$ cat src/hw/rtl/usb_printer_interface_finder_macros.svh
// Assertion macros shared by the printer interface finder RTL.
`ifndef USB_PRINTER_INTERFACE_FINDER_MACROS_SVH
`define USB_PRINTER_INTERFACE_FINDER_MACROS_SVH

`ifndef ASSERT_OFF
`define USBPF_ASSERT(label, clk, rst, prop, msg) \
   label: assert property (@(posedge clk) disable iff (rst) prop) else $error(msg);
`define USBPF_ASSERT_IMP(label, clk, rst, ante, cons, msg) \
   label: assert property (@(posedge clk) disable iff (rst) (ante) |-> (cons)) \
      else $error(msg);
`else
`define USBPF_ASSERT(label, clk, rst, prop, msg)
`define USBPF_ASSERT_IMP(label, clk, rst, ante, cons, msg)
`endif

`endif

$ cat src/hw/rtl/usbpf_pkg.sv
// Types and constants of the USB printer interface finder.
`timescale 1ns / 1ps
package usbpf_pkg;

   localparam int LENGTH_BITS_DEFAULT = 16;
   localparam int TOTAL_BITS          = 16;
   localparam int CMP_BITS            = TOTAL_BITS + 1;
   localparam int PKT_BITS            = 11;

   localparam logic [7:0] DESC_INTERFACE   = 8'd4;
   localparam logic [7:0] DESC_ENDPOINT    = 8'd5;
   localparam logic [7:0] IFACE_MIN_LEN    = 8'd9;
   localparam logic [7:0] EP_MIN_LEN       = 8'd7;
   localparam logic [7:0] DESC_MIN_LEN     = 8'd2;
   localparam logic [7:0] CLASS_PRINTER    = 8'd7;
   localparam logic [7:0] SUBCLASS_PRINTER = 8'd1;
   localparam logic [7:0] PROTO_UNIDIR     = 8'd1;
   localparam logic [7:0] PROTO_BIDIR      = 8'd2;
   localparam logic [1:0] XFER_BULK        = 2'd2;
   localparam int         EP_DIR_BIT       = 7;

   typedef enum logic [1:0] {
      STATUS_FOUND     = 2'd0,
      STATUS_NONE      = 2'd1,
      STATUS_MALFORMED = 2'd2
   } status_type;

   typedef struct packed {
      logic [7:0]          iface;
      logic [7:0]          alt;
      logic [1:0]          proto;
      logic [7:0]          out_ep;
      logic [PKT_BITS-1:0] out_size;
      logic [7:0]          in_ep;
      logic [PKT_BITS-1:0] in_size;
   } cand_type;

   typedef struct packed {
      status_type status;
      cand_type   cand;
   } result_type;

endpackage

$ cat src/hw/rtl/usb_printer_interface_finder.sv
// Top level of the USB printer interface finder: item registers and handshakes.
`timescale 1ns / 1ps
`include "usb_printer_interface_finder_macros.svh"
// Finds a printer class interface with a bulk OUT endpoint in a USB
// configuration descriptor set fed one byte per item.
// req channel: req_data_byte is the next byte of the set; req_last marks the
//   final byte. Every byte is accepted; only the last one produces a result.
// rsp channel: one result per set: rsp_status (found, none, malformed) and
//   the interface number, alternate setting, protocol and bulk endpoints,
//   all zero unless an interface was found.
// Timing: an accepted byte is registered and parsed in the following cycle
//   unless it is a last byte held by a stall; the result for a last byte is
//   loaded into the result register at the end of that parse. One byte per
//   cycle is sustained while no last byte stalls, set by the single parse
//   step between the input register and the result register.
// Stall: while a result waits on rsp_ready, ordinary bytes keep flowing; a
//   following last byte holds in the input register until the result is
//   taken, and req_ready drops behind it.
// Reset: synchronous, active high; clears the parse state and the valid bits
//   of both registers. The parse state also returns to reset after each last byte.
module usb_printer_interface_finder #(
   parameter int LENGTH_BITS = usbpf_pkg::LENGTH_BITS_DEFAULT
) (
   input  logic                           clock,
   input  logic                           reset,
   input  logic                           req_valid,
   output logic                           req_ready,
   input  logic [7:0]                     req_data_byte,
   input  logic                           req_last,
   output logic                           rsp_valid,
   input  logic                           rsp_ready,
   output logic [1:0]                     rsp_status,
   output logic [7:0]                     rsp_iface_num,
   output logic [7:0]                     rsp_alt_setting,
   output logic [1:0]                     rsp_protocol,
   output logic [7:0]                     rsp_out_endpoint,
   output logic [usbpf_pkg::PKT_BITS-1:0] rsp_out_packet_size,
   output logic [7:0]                     rsp_in_endpoint,
   output logic [usbpf_pkg::PKT_BITS-1:0] rsp_in_packet_size
);
   import usbpf_pkg::*;

   logic       in_valid_ff, in_valid_in;
   logic [7:0] in_byte_ff, in_byte_in;
   logic       in_last_ff, in_last_in;
   logic       rsp_valid_ff, rsp_valid_in;
   result_type rsp_ff, rsp_in;
   result_type core_result;
   logic       out_free;
   logic       advance;

   assign out_free  = !rsp_valid_ff || rsp_ready;
   assign advance   = in_valid_ff && (!in_last_ff || out_free);
   assign req_ready = !in_valid_ff || advance;

   usbpf_core #(
      .LENGTH_BITS(LENGTH_BITS)
   ) u_core (
      .clock     (clock),
      .reset     (reset),
      .step      (advance),
      .data_byte (in_byte_ff),
      .last      (in_last_ff),
      .result    (core_result)
   );

   always_comb begin
      in_valid_in  = in_valid_ff;
      in_byte_in   = in_byte_ff;
      in_last_in   = in_last_ff;
      rsp_valid_in = rsp_valid_ff;
      rsp_in       = rsp_ff;
      if (advance) in_valid_in = 1'b0;
      if (req_valid && req_ready) begin
         in_valid_in = 1'b1;
         in_byte_in  = req_data_byte;
         in_last_in  = req_last;
      end
      if (rsp_valid_ff && rsp_ready) rsp_valid_in = 1'b0;
      // Load the result register when a last byte is parsed.
      if (advance && in_last_ff) begin
         rsp_valid_in = 1'b1;
         rsp_in       = core_result;
      end
   end

   always_ff @(posedge clock) begin
      if (reset) begin
         in_valid_ff  <= 1'b0;
         rsp_valid_ff <= 1'b0;
      end else begin
         in_valid_ff  <= in_valid_in;
         rsp_valid_ff <= rsp_valid_in;
      end
      in_byte_ff <= in_byte_in;
      in_last_ff <= in_last_in;
      rsp_ff     <= rsp_in;
   end

   assign rsp_valid           = rsp_valid_ff;
   assign rsp_status          = rsp_ff.status;
   assign rsp_iface_num       = rsp_ff.cand.iface;
   assign rsp_alt_setting     = rsp_ff.cand.alt;
   assign rsp_protocol        = rsp_ff.cand.proto;
   assign rsp_out_endpoint    = rsp_ff.cand.out_ep;
   assign rsp_out_packet_size = rsp_ff.cand.out_size;
   assign rsp_in_endpoint     = rsp_ff.cand.in_ep;
   assign rsp_in_packet_size  = rsp_ff.cand.in_size;

   `USBPF_ASSERT_IMP(a_last_gives_result, clock, reset, advance && in_last_ff,
      ##1 rsp_valid, "parsed last byte did not produce a result")
   `USBPF_ASSERT_IMP(a_found_has_out_ep, clock, reset,
      rsp_valid && rsp_status == STATUS_FOUND,
      rsp_out_endpoint != '0 && rsp_out_packet_size != '0,
      "found result without bulk OUT endpoint")
   `USBPF_ASSERT_IMP(a_not_found_zero, clock, reset,
      rsp_valid && rsp_status != STATUS_FOUND,
      rsp_iface_num == '0 && rsp_out_endpoint == '0 && rsp_in_endpoint == '0 &&
      rsp_protocol == '0, "fields not zero without a found interface")
   `USBPF_ASSERT(a_no_overwrite, clock, reset,
      rsp_valid && !rsp_ready |-> !(advance && in_last_ff), "pending result overwritten")

endmodule

$ cat src/hw/rtl/usbpf_core.sv
// Descriptor parsing state and per-byte update of the printer interface finder.
`timescale 1ns / 1ps
module usbpf_core #(
   parameter int LENGTH_BITS = usbpf_pkg::LENGTH_BITS_DEFAULT
) (
   input  logic                   clock,
   input  logic                   reset,
   input  logic                   step,
   input  logic [7:0]             data_byte,
   input  logic                   last,
   output usbpf_pkg::result_type  result
);
   import usbpf_pkg::*;

   localparam logic [LENGTH_BITS-1:0] LEN_MAX = {LENGTH_BITS{1'b1}};
   localparam int XB = CMP_BITS - LENGTH_BITS;

   logic [LENGTH_BITS-1:0] offset_ff, offset_in;
   logic [TOTAL_BITS-1:0]  total_ff, total_in;
   logic [LENGTH_BITS-1:0] start_ff, start_in;
   logic [7:0]             length_ff, length_in;
   logic [7:0]             kind_ff, kind_in;
   logic                   matching_ff, matching_in;
   logic                   class_ok_ff, class_ok_in;
   logic                   ep_bulk_ff, ep_bulk_in;
   logic [7:0]             ep_addr_ff, ep_addr_in;
   logic [7:0]             pkt_low_ff, pkt_low_in;
   cand_type               cand_ff, cand_in;
   logic                   stopped_ff, stopped_in;
   logic                   malformed_ff, malformed_in;

   // Returns {stop, malformed} for a descriptor at s of length len.
   function automatic logic [1:0] check_start(input logic [LENGTH_BITS-1:0] s,
                                              input logic [LENGTH_BITS-1:0] len,
                                              input logic [TOTAL_BITS-1:0]  total);
      logic [CMP_BITS-1:0] s_x;
      logic [CMP_BITS-1:0] t_x;
      s_x = {{XB{1'b0}}, s};
      t_x = {1'b0, total};
      if (s_x + CMP_BITS'(2) > t_x)
         return 2'b10;
      else if (len < LENGTH_BITS'(DESC_MIN_LEN) || s_x + {{XB{1'b0}}, len} > t_x)
         return 2'b01;
      else
         return 2'b00;
   endfunction

   always_comb begin
      logic [LENGTH_BITS-1:0] o;
      logic [LENGTH_BITS-1:0] rel;
      logic [LENGTH_BITS-1:0] first_len;
      logic [CMP_BITS-1:0]    desc_end;
      logic                   begin_desc;
      logic                   complete;
      logic [1:0]             chk;
      logic [PKT_BITS-1:0]    mps;

      offset_in    = offset_ff;
      total_in     = total_ff;
      start_in     = start_ff;
      length_in    = length_ff;
      kind_in      = kind_ff;
      matching_in  = matching_ff;
      class_ok_in  = class_ok_ff;
      ep_bulk_in   = ep_bulk_ff;
      ep_addr_in   = ep_addr_ff;
      pkt_low_in   = pkt_low_ff;
      cand_in      = cand_ff;
      stopped_in   = stopped_ff;
      malformed_in = malformed_ff;
      result       = '0;

      o          = offset_ff;
      rel        = o - start_ff;
      desc_end   = {{XB{1'b0}}, start_ff} + {{(CMP_BITS-8){1'b0}}, length_ff};
      begin_desc = (o == '0) ||
                   (length_ff >= DESC_MIN_LEN && {{XB{1'b0}}, o} == desc_end);
      first_len  = '0;
      chk        = '0;
      mps        = {data_byte[2:0], pkt_low_ff};
      complete   = 1'b0;

      if (step) begin
         if (!stopped_ff && !malformed_ff) begin
            if (o == LENGTH_BITS'(2)) total_in[7:0]  = data_byte;
            if (o == LENGTH_BITS'(3)) total_in[15:8] = data_byte;
            if (begin_desc) begin
               start_in  = o;
               length_in = data_byte;
               kind_in   = '0;
               if (o >= LENGTH_BITS'(4)) begin
                  chk = check_start(o, LENGTH_BITS'(data_byte), total_in);
               end
            end else if (rel == LENGTH_BITS'(1)) begin
               kind_in = data_byte;
               if (data_byte == DESC_INTERFACE && length_ff >= IFACE_MIN_LEN) begin
                  if (matching_ff && cand_ff.out_ep != '0 && cand_ff.out_size != '0) begin
                     stopped_in = 1'b1;
                  end else begin
                     matching_in = 1'b0;
                     class_ok_in = 1'b0;
                     cand_in     = '0;
                  end
               end
            end else if (rel >= LENGTH_BITS'(2)) begin
               if (kind_ff == DESC_INTERFACE && length_ff >= IFACE_MIN_LEN) begin
                  case (rel)
                     LENGTH_BITS'(2): cand_in.iface = data_byte;
                     LENGTH_BITS'(3): cand_in.alt   = data_byte;
                     LENGTH_BITS'(5): class_ok_in   = (data_byte == CLASS_PRINTER);
                     LENGTH_BITS'(6): class_ok_in   = class_ok_ff &&
                                                      (data_byte == SUBCLASS_PRINTER);
                     LENGTH_BITS'(7): begin
                        cand_in.proto = data_byte[1:0];
                        matching_in   = class_ok_ff && (data_byte == PROTO_UNIDIR ||
                                                        data_byte == PROTO_BIDIR);
                     end
                     default: ;
                  endcase
               end else if (kind_ff == DESC_ENDPOINT && length_ff >= EP_MIN_LEN &&
                            matching_ff) begin
                  case (rel)
                     LENGTH_BITS'(2): ep_addr_in = data_byte;
                     LENGTH_BITS'(3): ep_bulk_in = (data_byte[1:0] == XFER_BULK);
                     LENGTH_BITS'(4): pkt_low_in = data_byte;
                     LENGTH_BITS'(5): begin
                        if (ep_bulk_ff) begin
                           if (ep_addr_ff[EP_DIR_BIT]) begin
                              cand_in.in_ep   = ep_addr_ff;
                              cand_in.in_size = mps;
                           end else begin
                              cand_in.out_ep   = ep_addr_ff;
                              cand_in.out_size = mps;
                           end
                        end
                     end
                     default: ;
                  endcase
               end
            end
            stopped_in   = stopped_in | chk[1];
            malformed_in = malformed_in | chk[0];

            // Descriptors that began before the total was known get checked now.
            if (o == LENGTH_BITS'(3) && !stopped_in && !malformed_in) begin
               first_len = (start_in == '0) ? LENGTH_BITS'(length_in) : start_in;
               chk = check_start('0, first_len, total_in);
               stopped_in   = stopped_in | chk[1];
               malformed_in = malformed_in | chk[0];
               if (!stopped_in && !malformed_in && start_in != '0) begin
                  chk = check_start(start_in, LENGTH_BITS'(length_in), total_in);
                  stopped_in   = stopped_in | chk[1];
                  malformed_in = malformed_in | chk[0];
               end
            end
         end

         if (offset_ff != LEN_MAX) offset_in = offset_ff + LENGTH_BITS'(1);

         if (last) begin
            complete = matching_in && cand_in.out_ep != '0 && cand_in.out_size != '0;
            if (malformed_in || offset_in < LENGTH_BITS'(4) ||
                {{XB{1'b0}}, offset_in} < {1'b0, total_in}) begin
               result.status = STATUS_MALFORMED;
            end else if (complete) begin
               result.status = STATUS_FOUND;
               result.cand   = cand_in;
            end else begin
               result.status = STATUS_NONE;
            end
            // Return to the reset state for the next descriptor set.
            offset_in    = '0;
            total_in     = '0;
            start_in     = '0;
            length_in    = '0;
            kind_in      = '0;
            matching_in  = 1'b0;
            class_ok_in  = 1'b0;
            ep_bulk_in   = 1'b0;
            ep_addr_in   = '0;
            pkt_low_in   = '0;
            cand_in      = '0;
            stopped_in   = 1'b0;
            malformed_in = 1'b0;
         end
      end
   end

   always_ff @(posedge clock) begin
      if (reset) begin
         offset_ff    <= '0;
         total_ff     <= '0;
         start_ff     <= '0;
         length_ff    <= '0;
         kind_ff      <= '0;
         matching_ff  <= 1'b0;
         class_ok_ff  <= 1'b0;
         ep_bulk_ff   <= 1'b0;
         ep_addr_ff   <= '0;
         pkt_low_ff   <= '0;
         cand_ff      <= '0;
         stopped_ff   <= 1'b0;
         malformed_ff <= 1'b0;
      end else begin
         offset_ff    <= offset_in;
         total_ff     <= total_in;
         start_ff     <= start_in;
         length_ff    <= length_in;
         kind_ff      <= kind_in;
         matching_ff  <= matching_in;
         class_ok_ff  <= class_ok_in;
         ep_bulk_ff   <= ep_bulk_in;
         ep_addr_ff   <= ep_addr_in;
         pkt_low_ff   <= pkt_low_in;
         cand_ff      <= cand_in;
         stopped_ff   <= stopped_in;
         malformed_ff <= malformed_in;
      end
   end

endmodule
$ cat config.mk
export PLATFORM = sky130hd
export DESIGN_NAME = usb_printer_interface_finder
export DESIGN_NICKNAME = d
export VERILOG_FILES = /design/src/hw/rtl/usbpf_pkg.sv /design/src/hw/rtl/usb_printer_interface_finder.sv /design/src/hw/rtl/usbpf_core.sv
export VERILOG_INCLUDE_DIRS = /design/src /design/src/hw/rtl
export SDC_FILE = /design/constraint.sdc
export NUM_CORES = 1
export LEC_CHECK = 0
export ABC_CLOCK_PERIOD_IN_PS = 9100
export BUFFER_PORTS_ARGS = -buffer_cell sky130_fd_sc_hd__buf_2
export CAP_MARGIN = 20
export CELL_PAD_IN_SITES_DETAIL_PLACEMENT = 0
export CELL_PAD_IN_SITES_GLOBAL_PLACEMENT = 1
export CORE_ASPECT_RATIO = 0.7
export CORE_MARGIN = 4
export CORE_UTILIZATION = 45
export CTS_CLUSTER_DIAMETER = 80
export DETAILED_ROUTE_END_ITERATION = 10
export GPL_TIMING_DRIVEN = 0
export PLACE_DENSITY_LB_ADDON = 0.1
export REMOVE_ABC_BUFFERS = 1
export SYNTH_ARGS = -nofsm -noshare
export SYNTH_HDL_FRONTEND = slang
export SYNTH_SLANG_ARGS = --single-unit
$ cat constraint.sdc
create_clock -name clock -period 9.1 [get_ports clock]
set_clock_uncertainty 0.15 [all_clocks]
set_input_delay 1.82 -clock clock [delete_from_list [all_inputs] [get_ports clock]]
set_output_delay 1.82 -clock clock [all_outputs]
set_load 0.01 [all_outputs]
==> results.json, run 1 <==
{
  "num_antenna_cells": 0,
  "met2_usage_pct": 36.67,
  "synth_area_per_cell_um2": 8.650,
  "relSlewSlack_pct": 16.87,
  "dp_hpwl_um": 38930,
  "finalHoldViolCount": 0,
  "final_layout_size_suffix_gt1_share_pct": 11.26,
  "synth_area_um2": 15710,
  "tns_ns": 0,
  "postRouteAntennaNets": 0,
  "hold_ws_ns": 0.3012,
  "io_pins": 73,
  "core_area_um2": 33980,
  "layout_commonest_cell": "nor2_1",
  "cts-root-buf": "clkbuf_16",
  "ys_types": 94,
  "grt_util_all_layers_pct": 27.05,
  "fin_crit_sh_pct": 92.49,
  "io_buffers": 72,
  "clock-sinks": 210,
  "max_freq_mhz": 118.8,
  "startpoint_type": "flop",
  "dr_total_vias": 14337,
  "overflow": 0,
  "cts_tree": "done",
  "worstMarginPinSlew_ns": 1.212,
  "ir_drop_uv": 126.5,
  "fin_nets": 1978,
  "critical-path-top-delay-family": "compound AO/OA/AOI/OAI gates",
  "via_per_inst": 6.225,
  "route.detailed.drc": 0,
  "grt_busiest_layer": "met1",
  "yosys_warnings": 0,
  "leakagePower_nw": 6.992,
  "powerDensity_nw_per_um2": 124.8,
  "synth_cells": 1816,
  "cts-htree-levels": 1,
  "clkSlewWorstSetupHoldPaths_ns": 0.06,
  "path_buf_inv": 7,
  "finalNonFillerCells": 2303,
  "async_flop_share_pct": 0,
  "dr.pass1.iters": 5,
  "first_iter_violations": 1461,
  "setup_viol": 0,
  "final_core_util_pct": 50.94,
  "cts_inserted_buffers": 23,
  "routedWlPerCell_um": 23.00,
  "cp_common_cell": "a21oi_1",
  "critical_path_required_ns": 9.26,
  "met3_usage_pct": 6.155,
  "worst-setup-path-type": "flop to flop",
  "crit_fanout": 32,
  "area_growth_pct": 10.20,
  "drv_slew": 0,
  "status": "complete, no violations",
  "wl_um": 52980,
  "die_x_um": 231.3,
  "clk_path_buf_depth": 3,
  "arrival_ns": 8.58,
  "rsz0062_at_grt": "no",
  "grt_max_degree": 86,
  "cp-end-kind": "flop",
  "start_util_pct": 46.22,
  "std_cell_rows": 56,
  "grt_antenna_before_repair": 1,
  "synth-edff-count": 67,
  "placed_cells": 2260,
  "grt_pass1_wl_um": 80680,
  "met1_usage_pct": 43.11,
  "ys_ff_latch": 210,
  "cpMaxStageDelayCell": "nor4_1",
  "final_cell_mix": "nor2_1, dfxtp_1, ha_1",
  "gp_congestion": 0.9348,
  "fin_crit_ns": 8.417,
  "ys_seq_area_share_pct": 31.03,
  "grt_pass1_vias": 13196,
  "insertion_delay_ns": 0.52,
  "ctsHoldBuffers": 0,
  "p_total_w": 0.002160,
  "worstHoldPathType": "flop to flop",
  "die_area_um2": 38010,
  "cap_viol_max_count": 0,
  "synthFlopType": "dfxtp_1",
  "cp_slowest_stage_delay_ns": 0.49,
  "dieHeight_um": 164.3
}
-- final cells by class --
cell class                 instances  area, um2
inverter                          71      266.5
tap                              464      580.6
multi-input combinational       1419      10090
timing repair buffer              97      720.7
clock buffer                      32      640.6
sequential                       210       4876
fill                            3263      16670
clock inverter                    10      138.9
-- flip-flops by register name, indices dropped and copies added, names as in the netlist, 11 cells and up --
name	flops
u_core.cand_ff	56
rsp_in_packet_size	11
u_core.start_ff	16
u_core.total_ff	16
u_core.offset_ff	16
rsp_out_packet_size	11
-- Yosys cell counts, types with 29 or more instances --
master	number	area, um2
xnor2_1	63	551.8
nand4_1	33	206.5
a21o_1	29	217.7
nor3_1	30	150.1
nor2_1	195	732.0
edfxtp_1	67	2012
clkbuf_1	77	289.0
o21ai_0	91	455.4
a22oi_1	115	863.3
a21oi_1	78	390.4
nand2_1	128	480.5
dfxtp_1	143	2863
nor4_1	63	394.1
xor2_1	38	332.8
nand3_1	49	245.2
ha_1	139	1739
mux2i_1	70	700.7
inv_1	71	266.5
-- kinds of logic (layout without fill, tap and decap cells) --
logic type                 after synthesis  count (layout)  synth area share [%]
and+or+nand+nor                        634             634                 21.08
AOI/OAI and AO/OA                      465             465                 20.56
DFF                                    210             210                 31.03
buffers and inverters                  187             210                 5.114
adders and majority gates              143             143                 11.58
xor gates and xnor gates               103             103                 5.887
muxes                                   74              74                 4.747
-- worst reg2reg max path: cells and delay by family, from the launching register on --
kind            cells  cell delay (ns)
compound gates     11             2.30
simple gates       10             2.11
fa+ha+maj           5             1.58
buf+inv             7             1.02
xor+xnor            3             0.43
flops               1             0.43
mux                 1             0.16
-- worst paths after layout --
| check | startpoint | to | slack (ns) | cells after the start |
|---|---|---|---|---|
| setup / recovery | u_core.start_ff[0]$_SDFFE_PP0P_ | rsp_iface_num[2]$_SDFFCE_PP0P_ | 0.68 | 37 |
| hold / removal | u_core.kind_ff[6]$_SDFFE_PP0P_ | u_core.kind_ff[6]$_SDFFE_PP0P_ | 0.30 | 2 |
| hold reg to reg | u_core.kind_ff[6]$_SDFFE_PP0P_ | u_core.kind_ff[6]$_SDFFE_PP0P_ | 0.30 | 2 |
| setup reg to reg | u_core.start_ff[0]$_SDFFE_PP0P_ | rsp_iface_num[2]$_SDFFCE_PP0P_ | 0.68 | 37 |
-- through the flow --
| step | instance area [um2] | setup slack, ns |
|---|---|---|
| 4_1_cts | 17270 | 0.3038 |
| 2_1_floorplan | 15170 | -1.359 |
| 5_1_grt | 17310 | 0.1786 |
| 3_5_place_dp | 16490 | 0.3722 |
| 3_3_place_gp | 16110 | -5.059 |
| 6_report | 17310 | 0.6831 |
-- routing by layer --
| metal | up-vias | wire length (um) |
|---|---|---|
| met5 | - | 0 |
| met4 | 0 | 1023 |
| met3 | 75 | 4567 |
| met2 | 550 | 20830 |
| met1 | 6930 | 26560 |
| li1 | 6782 | - |
-- repair_timing --
| action | CTS | global route |
|---|---|---|
| resized for setup | 0 | 6 |
| endpoints found under the setup margin | 0 | 58 |
| buffers inserted | 0 | 0 |
-- power breakdown --
part / internal, W / switching [W]
clock network: 0.000582 / 0.000393
logic: 0.0000677 / 0.000122
registers: 0.000971 / 0.0000243
total: 0.00162 / 0.000539
Note: power is estimated with default switching activity, not from simulation.
==> inputs of run 2 (changes only) <==
--- a/config.mk
+++ b/config.mk
@@ -7,7 +7,6 @@
 export NUM_CORES = 1
 export LEC_CHECK = 0
 export ABC_CLOCK_PERIOD_IN_PS = 9100
-export BUFFER_PORTS_ARGS = -buffer_cell sky130_fd_sc_hd__buf_2
 export CAP_MARGIN = 20
 export CELL_PAD_IN_SITES_DETAIL_PLACEMENT = 0
 export CELL_PAD_IN_SITES_GLOBAL_PLACEMENT = 1
@@ -16,6 +15,7 @@
 export CORE_UTILIZATION = 45
 export CTS_CLUSTER_DIAMETER = 80
 export DETAILED_ROUTE_END_ITERATION = 10
+export DONT_BUFFER_PORTS = 1
 export GPL_TIMING_DRIVEN = 0
 export PLACE_DENSITY_LB_ADDON = 0.1
 export REMOVE_ABC_BUFFERS = 1
==> results.json, run 2 (same netlist as run 1, synthesis figures left out) <==
{
  "status": "complete, no violations",
  "wl_met1_um": 26840,
  "worst_hold_startpoint": "u_core.kind_ff[2]$_SDFFE_PP0P_",
  "ctsHoldBuffers": 0,
  "pwr-share-comb_pct": 8.4,
  "die_x_um": 231.3,
  "critical_path_required_ns": 9.26,
  "routedWlPerCell_um": 23.88,
  "maxUsedRoutingLayer": "met4",
  "startpoint_type": "flop",
  "registers.top_by_ff_count": "u_core.cand_ff",
  "tns_ns": 0,
  "cts-root-buf": "clkbuf_16",
  "cpMaxStageDelayCell": "a2111oi_0",
  "wl_met2_um": 21330,
  "max_freq_mhz": 114.4,
  "cts_setup_buffers": 0,
  "fin_crit_ns": 8.741,
  "io_pins": 73,
  "relSlewSlack_pct": 24.37,
  "rsz0062_at_grt": "no",
  "gp_congestion": 0.9330,
  "hold_ws_ns": 0.2983,
  "wl_met3_um": 4560,
  "worst-setup-path-type": "flop to flop",
  "timing.final.ws_setup_ns": 0.3589,
  "grt_pass1_vias": 13143,
  "cts-htree-levels": 1,
  "dr.pass1.iters": 6,
  "io_buffers": 0,
  "clock-sinks": 210,
  "grt_pass1_wl_um": 80850,
  "place_area_um2": 16110,
  "via_per_inst": 6.319,
  "fin_area_um2": 16910,
  "netSwitchingPower_w": 0.0005449,
  "grt_util_all_layers_pct": 27.27,
  "clkSlewWorstSetupHoldPaths_ns": 0.07,
  "swShare_pct": 26.26,
  "worstMarginPinSlew_ns": 1.133,
  "start_util_pct": 46.22,
  "clk_path_buf_depth": 3,
  "nFillCells": 3268,
  "arrival_ns": 8.90,
  "final_core_util_pct": 49.76,
  "grt_max_degree": 121,
  "cts_tree": "done",
  "leakagePower_nw": 6.613,
  "dp_hpwl_um": 39060,
  "worstHoldPathType": "flop to flop",
  "die_area_um2": 38010,
  "cap_viol_max_count": 0,
  "crit_start": "u_core.start_ff[0]$_SDFFE_PP0P_",
  "largest_reg_flops": 56,
  "fin_nets": 1909,
  "layout_commonest_cell": "nor2_1",
  "reg2reg_from": "u_core.start_ff[0]$_SDFFE_PP0P_",
  "cp_common_cell": "a21oi_1",
  "fin_crit_sh_pct": 96.06,
  "first_iter_violations": 1392,
  "crit_fanout": 32,
  "core_area_um2": 33980,
  "cts_inserted_buffers": 23,
  "insertion_delay_ns": 0.53,
  "ir_drop_uv": 144.5,
  "finalHoldViolCount": 0,
  "p_int_w": 0.001530,
  "wl_um": 53350,
  "setup_viol": 0,
  "dp_slack_ns": 0.07764,
  "drv_slew": 0,
  "area_growth_pct": 7.663,
  "postRouteAntennaNets": 0,
  "cp_slowest_stage_delay_ns": 0.59,
  "route.detailed.drc": 0,
  "cp-end-kind": "flop",
  "std_cell_rows": 56,
  "dr_total_vias": 14117,
  "dieHeight_um": 164.3,
  "powerDensity_nw_per_um2": 122.7,
  "seqPwrFrac_pct": 48.0,
  "pwr-share-clk_pct": 43.5,
  "grt_antenna_before_repair": 1,
  "final_cell_mix": "nor2_1, dfxtp_1, ha_1",
  "final_layout_size_suffix_gt1_share_pct": 7.858,
  "overflow": 0
}
==> run 2: critical path: cells and delay by family (launching register included) <==
| family | cells | cell delay (ns) |
|---|---|---|
| AOI/OAI and AO/OA | 16 | 4.01 |
| xor gates and xnor gates | 1 | 0.17 |
| adders and majority gates | 5 | 1.41 |
| buffers and inverters | 8 | 1.08 |
| DFF | 1 | 0.45 |
| and+or+nand+nor | 5 | 1.16 |
==> run 2: power groups by stage <==
stage                     combinational (W)  clock (W)  sequential [W]
final                              0.000175   0.000903        0.000997
after floorplan                    0.000117          0         0.00100
after detailed placement           0.000168          0         0.00102
after global routing               0.000191   0.000955        0.000997
after CTS                          0.000169   0.000919        0.000997
after global placement             0.000160          0         0.00102
==> run 2: final timing paths <==
check | to | slack (ns) | cells after the start
max reg2reg | rsp_iface_num[2]$_SDFFCE_PP0P_ | 0.36 | 35
max | rsp_iface_num[2]$_SDFFCE_PP0P_ | 0.36 | 35
min reg2reg | u_core.kind_ff[2]$_SDFFE_PP0P_ | 0.30 | 2
min | u_core.kind_ff[2]$_SDFFE_PP0P_ | 0.30 | 2
==> run 2: timing repair <==
action,4_1_cts,5_1_grt
resized for setup,0,6
setup endpoints to repair,0,58
endpoints found under the hold margin,0,0
==> run 2: cell type report <==
cell class,instances,area (um2),area share [%]
Antenna cell,1,2.502,0.01480
Clock buffer,30,631.9,3.736
Clock inverter,11,78.83,0.4661
Inverter,71,266.5,1.576
Multi-Input combinational cell,1419,10090,59.66
Sequential cell,210,4876,28.83
Tap cell,464,580.6,3.433
Timing Repair Buffer,28,385.4,2.279
==> run 2: metrics by stage <==
step / total power [W] / instances
6_report: 0.002075 / 2234
5_1_grt: 0.002144 / 2233
4_1_cts: 0.002085 / 2229
3_5_place_dp: 0.001186 / 2188
3_3_place_gp: 0.001178 / 2164
2_1_floorplan: 0.001121 / 1700
==> run 2: layer usage <==
layer,track usage (%),vias up
li1,-,6643
met1,43.09,6882
met2,38.65,546
met3,5.392,46
met4,4.015,0
met5,0,-
